## src/design/kvtu_pkg.sv

```systemverilog
// Package: shared widths, codes and control types for the keyed value table.
`timescale 1ns / 1ps
`default_nettype none
package kvtu_pkg;

   localparam int KEY_W            = 64;
   localparam int VALUE_W          = 64;
   localparam int ENTRY_W          = KEY_W + 1;
   localparam int OP_W             = 3;
   localparam int STATUS_W         = 2;
   localparam int COUNT_OUT_W      = 7;
   localparam int DEFAULT_CAPACITY = 64;

   typedef enum logic [OP_W-1:0] {
      OP_SET  = 3'd0,
      OP_ADD  = 3'd1,
      OP_SUB  = 3'd2,
      OP_MUL  = 3'd3,
      OP_DIV  = 3'd4,
      OP_MIN  = 3'd5,
      OP_MAX  = 3'd6,
      OP_READ = 3'd7
   } op_type;

   typedef enum logic [STATUS_W-1:0] {
      STATUS_OK       = 2'd0,
      STATUS_ZERO_KEY = 2'd1,
      STATUS_FULL     = 2'd2
   } status_type;

   typedef enum logic [5:0] {
      ST_IDLE  = 6'b000001,
      ST_SCAN  = 6'b000010,
      ST_CALC  = 6'b000100,
      ST_EXEC  = 6'b001000,
      ST_WRITE = 6'b010000,
      ST_DONE  = 6'b100000
   } ctl_state_type;

   typedef enum logic [2:0] {
      A_IDLE = 3'b001,
      A_MUL  = 3'b010,
      A_DIV  = 3'b100
   } alu_state_type;

   typedef struct packed {
      logic rd_en;
      logic key_we;
      logic val_we;
   } mem_cmd_type;

endpackage
`default_nettype wire

```

## src/design/kvtu_alu.sv

```systemverilog
// Arithmetic unit: registered simple ops, 32x32 partial-product multiply, radix-2 divide.
`timescale 1ns / 1ps
`default_nettype none
module kvtu_alu (
   input  wire logic                          clock,
   input  wire logic                          reset,
   input  wire logic                          start,
   input  wire kvtu_pkg::op_type              op,
   input  wire logic [kvtu_pkg::VALUE_W-1:0]  cur,
   input  wire logic [kvtu_pkg::VALUE_W-1:0]  operand,
   output logic                               done,
   output logic [kvtu_pkg::VALUE_W-1:0]       result
);

   localparam int W  = kvtu_pkg::VALUE_W;
   localparam int HW = W / 2;

   kvtu_pkg::alu_state_type state_ff, state_in;
   logic [5:0]   step_ff, step_in;
   logic         done_ff, done_in;
   logic [W-1:0] res_ff, res_in;
   logic [W-1:0] a_ff, a_in, b_ff, b_in;
   logic [W-1:0] acc_ff, acc_in;
   logic [W-1:0] prod_ff, prod_in;
   logic [W-1:0] rem_ff, rem_in, quo_ff, quo_in;
   logic [HW-1:0] mul_x, mul_y;
   logic [W:0]   rem_sh, diff;
   logic [W-1:0] simple;

   always_comb begin
      case (op)
         kvtu_pkg::OP_SET: simple = operand;
         kvtu_pkg::OP_ADD: simple = cur + operand;
         kvtu_pkg::OP_SUB: simple = (cur > operand) ? cur - operand : '0;
         kvtu_pkg::OP_MIN: simple = (cur < operand) ? cur : operand;
         kvtu_pkg::OP_MAX: simple = (cur > operand) ? cur : operand;
         default:          simple = cur;
      endcase
   end

   always_comb begin
      case (step_ff[1:0])
         2'd0: begin
            mul_x = a_ff[HW-1:0];
            mul_y = b_ff[HW-1:0];
         end
         2'd1: begin
            mul_x = a_ff[HW-1:0];
            mul_y = b_ff[W-1:HW];
         end
         default: begin
            mul_x = a_ff[W-1:HW];
            mul_y = b_ff[HW-1:0];
         end
      endcase
      prod_in = W'(mul_x) * W'(mul_y);
      rem_sh  = {rem_ff, quo_ff[W-1]};
      diff    = rem_sh - {1'b0, b_ff};
   end

   always_comb begin
      state_in = state_ff;
      step_in  = step_ff;
      done_in  = 1'b0;
      res_in   = res_ff;
      a_in     = a_ff;
      b_in     = b_ff;
      acc_in   = acc_ff;
      rem_in   = rem_ff;
      quo_in   = quo_ff;
      case (state_ff)
         kvtu_pkg::A_IDLE: begin
            if (start) begin
               a_in    = cur;
               b_in    = operand;
               step_in = '0;
               rem_in  = '0;
               quo_in  = cur;
               if (op == kvtu_pkg::OP_MUL) begin
                  state_in = kvtu_pkg::A_MUL;
               end else if (op == kvtu_pkg::OP_DIV && operand != '0) begin
                  state_in = kvtu_pkg::A_DIV;
               end else begin
                  res_in  = simple;
                  done_in = 1'b1;
               end
            end
         end
         kvtu_pkg::A_MUL: begin
            step_in = step_ff + 6'd1;
            if (step_ff == 6'd1) begin
               acc_in = prod_ff;
            end else if (step_ff != 6'd0) begin
               acc_in = {acc_ff[W-1:HW] + prod_ff[HW-1:0], acc_ff[HW-1:0]};
            end
            if (step_ff == 6'd3) begin
               res_in   = acc_in;
               done_in  = 1'b1;
               state_in = kvtu_pkg::A_IDLE;
            end
         end
         kvtu_pkg::A_DIV: begin
            step_in = step_ff + 6'd1;
            if (!diff[W]) begin
               rem_in = diff[W-1:0];
               quo_in = {quo_ff[W-2:0], 1'b1};
            end else begin
               rem_in = rem_sh[W-1:0];
               quo_in = {quo_ff[W-2:0], 1'b0};
            end
            if (step_ff == 6'd63) begin
               res_in   = quo_in;
               done_in  = 1'b1;
               state_in = kvtu_pkg::A_IDLE;
            end
         end
         default: state_in = kvtu_pkg::A_IDLE;
      endcase
   end

   always_ff @(posedge clock) begin
      if (reset) begin
         state_ff <= kvtu_pkg::A_IDLE;
         done_ff  <= 1'b0;
         step_ff  <= '0;
      end else begin
         state_ff <= state_in;
         done_ff  <= done_in;
         step_ff  <= step_in;
      end
   end

   always_ff @(posedge clock) begin
      res_ff  <= res_in;
      a_ff    <= a_in;
      b_ff    <= b_in;
      acc_ff  <= acc_in;
      prod_ff <= prod_in;
      rem_ff  <= rem_in;
      quo_ff  <= quo_in;
   end

   assign done   = done_ff;
   assign result = res_ff;

`ifndef SYNTH
   a_done_source: assert property (@(posedge clock) disable iff (reset)
      done_ff |-> ($past(start) || $past(state_ff != kvtu_pkg::A_IDLE)))
      else $error("alu done without work");
   a_start_idle: assert property (@(posedge clock) disable iff (reset)
      start |-> (state_ff == kvtu_pkg::A_IDLE))
      else $error("alu started while busy");
`endif

endmodule
`default_nettype wire

```

## config.mk

```make
export PLATFORM = sky130hd
export DESIGN_NAME = kvtu_alu
export DESIGN_NICKNAME = d
export VERILOG_FILES = /design/src/design/kvtu_pkg.sv /design/src/design/kvtu_alu.sv
export SDC_FILE = /design/constraint.sdc
export NUM_CORES = 2
export LEC_CHECK = 0
export CELL_PAD_IN_SITES_DETAIL_PLACEMENT = 0
export CELL_PAD_IN_SITES_GLOBAL_PLACEMENT = 1
export CORE_MARGIN = 3
export CORE_UTILIZATION = 52
export CTS_CLUSTER_SIZE = 40
export DETAILED_ROUTE_END_ITERATION = 8
export DONT_BUFFER_PORTS = 1
export HOLD_SLACK_MARGIN = 0.12
export PLACE_DENSITY = 0.87
export SYNTH_ARGS = -nofsm -noshare
export SYNTH_HDL_FRONTEND = slang
export SYNTH_SLANG_ARGS = --single-unit
```

## constraint.sdc

```tcl
create_clock -name clock -period 10.25 [get_ports clock]
set_input_delay 0.5125 -clock clock [delete_from_list [all_inputs] [get_ports clock]]
set_output_delay 0.5125 -clock clock [all_outputs]
set_load 0.1 [all_outputs]
```

==> run metrics <==
status finished, final reports clean; Post-synth ARST share 0; post-synth cell types 111; RSZ-0062 raised after global routing false; post-DR wirelength/cell 30.4 um; Clk Latency, worst-skew pair 0.68 ns; fin worst setup slack 0.291 ns; WL final 279,000 um; filler instances 11,300; CTS tree done; fin crit share 0.972; first-pass GRT wire length 400,000 um; Crit Path Max Fanout 91; Setup WS pre-CTS 0.497 ns; H-tree Lvls 2; Synth warnings 0; CP Launch Point step_ff[0]; Buf/Inv on CP 4; Worst Tran Pin Value 1.28 ns; IO Port Bufs 0; max incr delay on CP 1.01 ns; Relative slew margins 0.132; total vias in the final route 58,700; Num Clock Sinks 458; critical path arrival 10.50 ns; Final ANT Viol Nets 0; CP startpoint kind flop; post-synthesis register bit count 458; layout cells sized above 1 0.0596; number of DRC markers in iteration 0 7,991; Fin. Hold Viols 0; crit path kind reg2reg; Crit-path slowest cell o21a_1; area delta synth->final 8.60%; r2r startpoint step_ff[0]; Syn Nets 8,977; I/O Pins 199; Die Width 361 um; total track usage 0.422; Max Cap Violations 0; Avg Cell Area, Syn 8.79 um^2; vias in the first global route 57,700; sequential share of the synthesized area 0.199; GP Congestion 1.09; total iterations of the first detailed-routing run 9; hpwl dp 216,000 um; most common cell type on the critical path fa_1; initial antenna violation count 30; min-delay src cur[0]; worst hold path type in2reg; DR vias/cell 6.41; Root Buffer clkbuf_16; Die H 361 um; WP data required 10.79 ns; die area 130,000 um^2; skew final 0.0532 ns; CTS buffer count 53; grt ovf 0; crit path time final 9.96 ns; cell family with the largest share of critical-path delay adder cells; Synth Instances 7,455; CTS Buffer Depth 3; largest net degree at the start of global routing 92; Fin Setup TNS 0 ns; Core Area 124,000 um^2; endpoints failing setup 0; Top FF cell, synth edfxtp_1; # DRC 0; fin nets 8,968; Cell Area, Synth 65,500 um^2; Core Rows 129; FMAX 100 MHz; CP Capture Type flop; Post-synth EDFFs 384; post-CTS setup buffers 0; max-slew violation count 0; clk slew on worst S/H paths 0.06 ns; Initial Utilization 0.527
==> registers in the layout (all words and copies together), names as in the netlist <==
signal	count
result	64
prod_ff	64
step_ff	6
quo_ff	64
rem_ff	64
b_ff	64
a_ff	64
done	1
state_ff	3
acc_ff	64
==> final timing paths <==
| check | to | slack, ns | cells after the start |
|---|---|---|---|
| hold / removal | quo_ff[0] | 0.20 | 2 |
| setup / recovery | prod_ff[63] | 0.29 | 28 |
| setup reg to reg | prod_ff[63] | 0.29 | 28 |
| hold reg to reg | state_ff[2] | 0.49 | 1 |
==> stage by stage <==
step / hold WS [ns] / cells / cell area, um^2 / utilization
floorplan: 0.444 / 7455 / 65500 / -
global placement: 0.464 / 8898 / 67900 / 0.546
detailed placement: 0.483 / 8898 / 67900 / 0.546
CTS: 0.167 / 9126 / 71100 / 0.571
global route: 0.187 / 9136 / 71100 / 0.571
finish: 0.196 / 9163 / 71200 / 0.572
==> cell usage in the layout (no fill, tap or decap), types with 81 or more instances in the layout <==
cell and n:
a21oi_1 397, buf_4 177, o21bai_1 81, nand2_1 974
ha_1 487, dlygate4sd3_1 130, o21ai_0 243, xnor2_1 143
mux2i_1 81, a21o_1 133, edfxtp_1 384, inv_1 1117
fa_1 900, nor2_1 894
==> worst reg2reg max path: cells and delay by family (launching register included) <==
family                   cells  cell delay (ns)
buffers and inverters        4             0.69
AND/OR/NAND/NOR              1             0.07
XOR/XNOR                     1             0.11
flip-flops                   1             0.48
adder cells (fa/ha/maj)     10             4.58
AO/OA/AOI/OAI               12             3.91
==> cell type report <==
cell class,count,area [um^2],share of cell area
Clock inverter,40,494,0.00694
Multi-Input combinational cell,5488,47100,0.661
Antenna cell,37,92.6,0.00130
Inverter,1126,4230,0.0595
Tap cell,1637,2050,0.0288
Sequential cell,458,13000,0.183
Clock buffer,58,1350,0.0189
Timing Repair Buffer,319,2870,0.0403
==> kinds of logic after synthesis <==
group / count (synthesis) / synth area share
compound gates: 1441 / 0.147
xor+xnor: 199 / 0.0267
fa+ha+maj: 1388 / 0.368
buf+inv: 1509 / 0.0880
flops: 458 / 0.199
mux: 149 / 0.0234
simple gates: 2311 / 0.148
==> layer usage <==
| layer | up-vias | part of all wire | track usage | wire length (um) |
|---|---|---|---|---|
| li1 | 24700 | - | - | - |
| met4 | 16 | 0.080 | 0.267 | 22400 |
| met5 | - | 0.00069 | 0.00581 | 193 |
| met2 | 4301 | 0.41 | 0.614 | 116000 |
| met3 | 973 | 0.14 | 0.150 | 39200 |
| met1 | 28700 | 0.36 | 0.535 | 101000 |
==> synthesized netlist by cell type, types with 40 or more instances <==
cell / instances / area (um^2)
a21o_1: 133 / 998
o211ai_1: 70 / 526
ha_1: 488 / 6110
o221ai_1: 40 / 350
fa_1: 900 / 18000
a21oi_1: 397 / 1990
nand4_1: 76 / 475
o21bai_1: 81 / 608
o21a_1: 59 / 443
clkbuf_1: 305 / 1140
mux2i_1: 114 / 1140
a221o_1: 43 / 430
nor4_1: 45 / 282
xor2_1: 55 / 482
dfxtp_1: 74 / 1480
buf_2: 47 / 235
nor2_1: 897 / 3370
nand3_1: 73 / 365
nand2_1: 977 / 3670
inv_1: 1118 / 4200
edfxtp_1: 384 / 11500
xnor2_1: 143 / 1250
nor3_1: 61 / 305
a31oi_1: 45 / 282
o21ai_0: 249 / 1250
==> what timing repair did <==
| item | in CTS | in global routing |
|---|---|---|
| hold buffers | 130 | 0 |
| endpoints found under the setup margin | 0 | 2 |
| gates resized for setup | 0 | 1 |
| hold endpoints to repair | 199 | 0 |
Power is not shown: default switching activity piles up to over one toggle a cycle in this logic, so the estimate is an artifact.
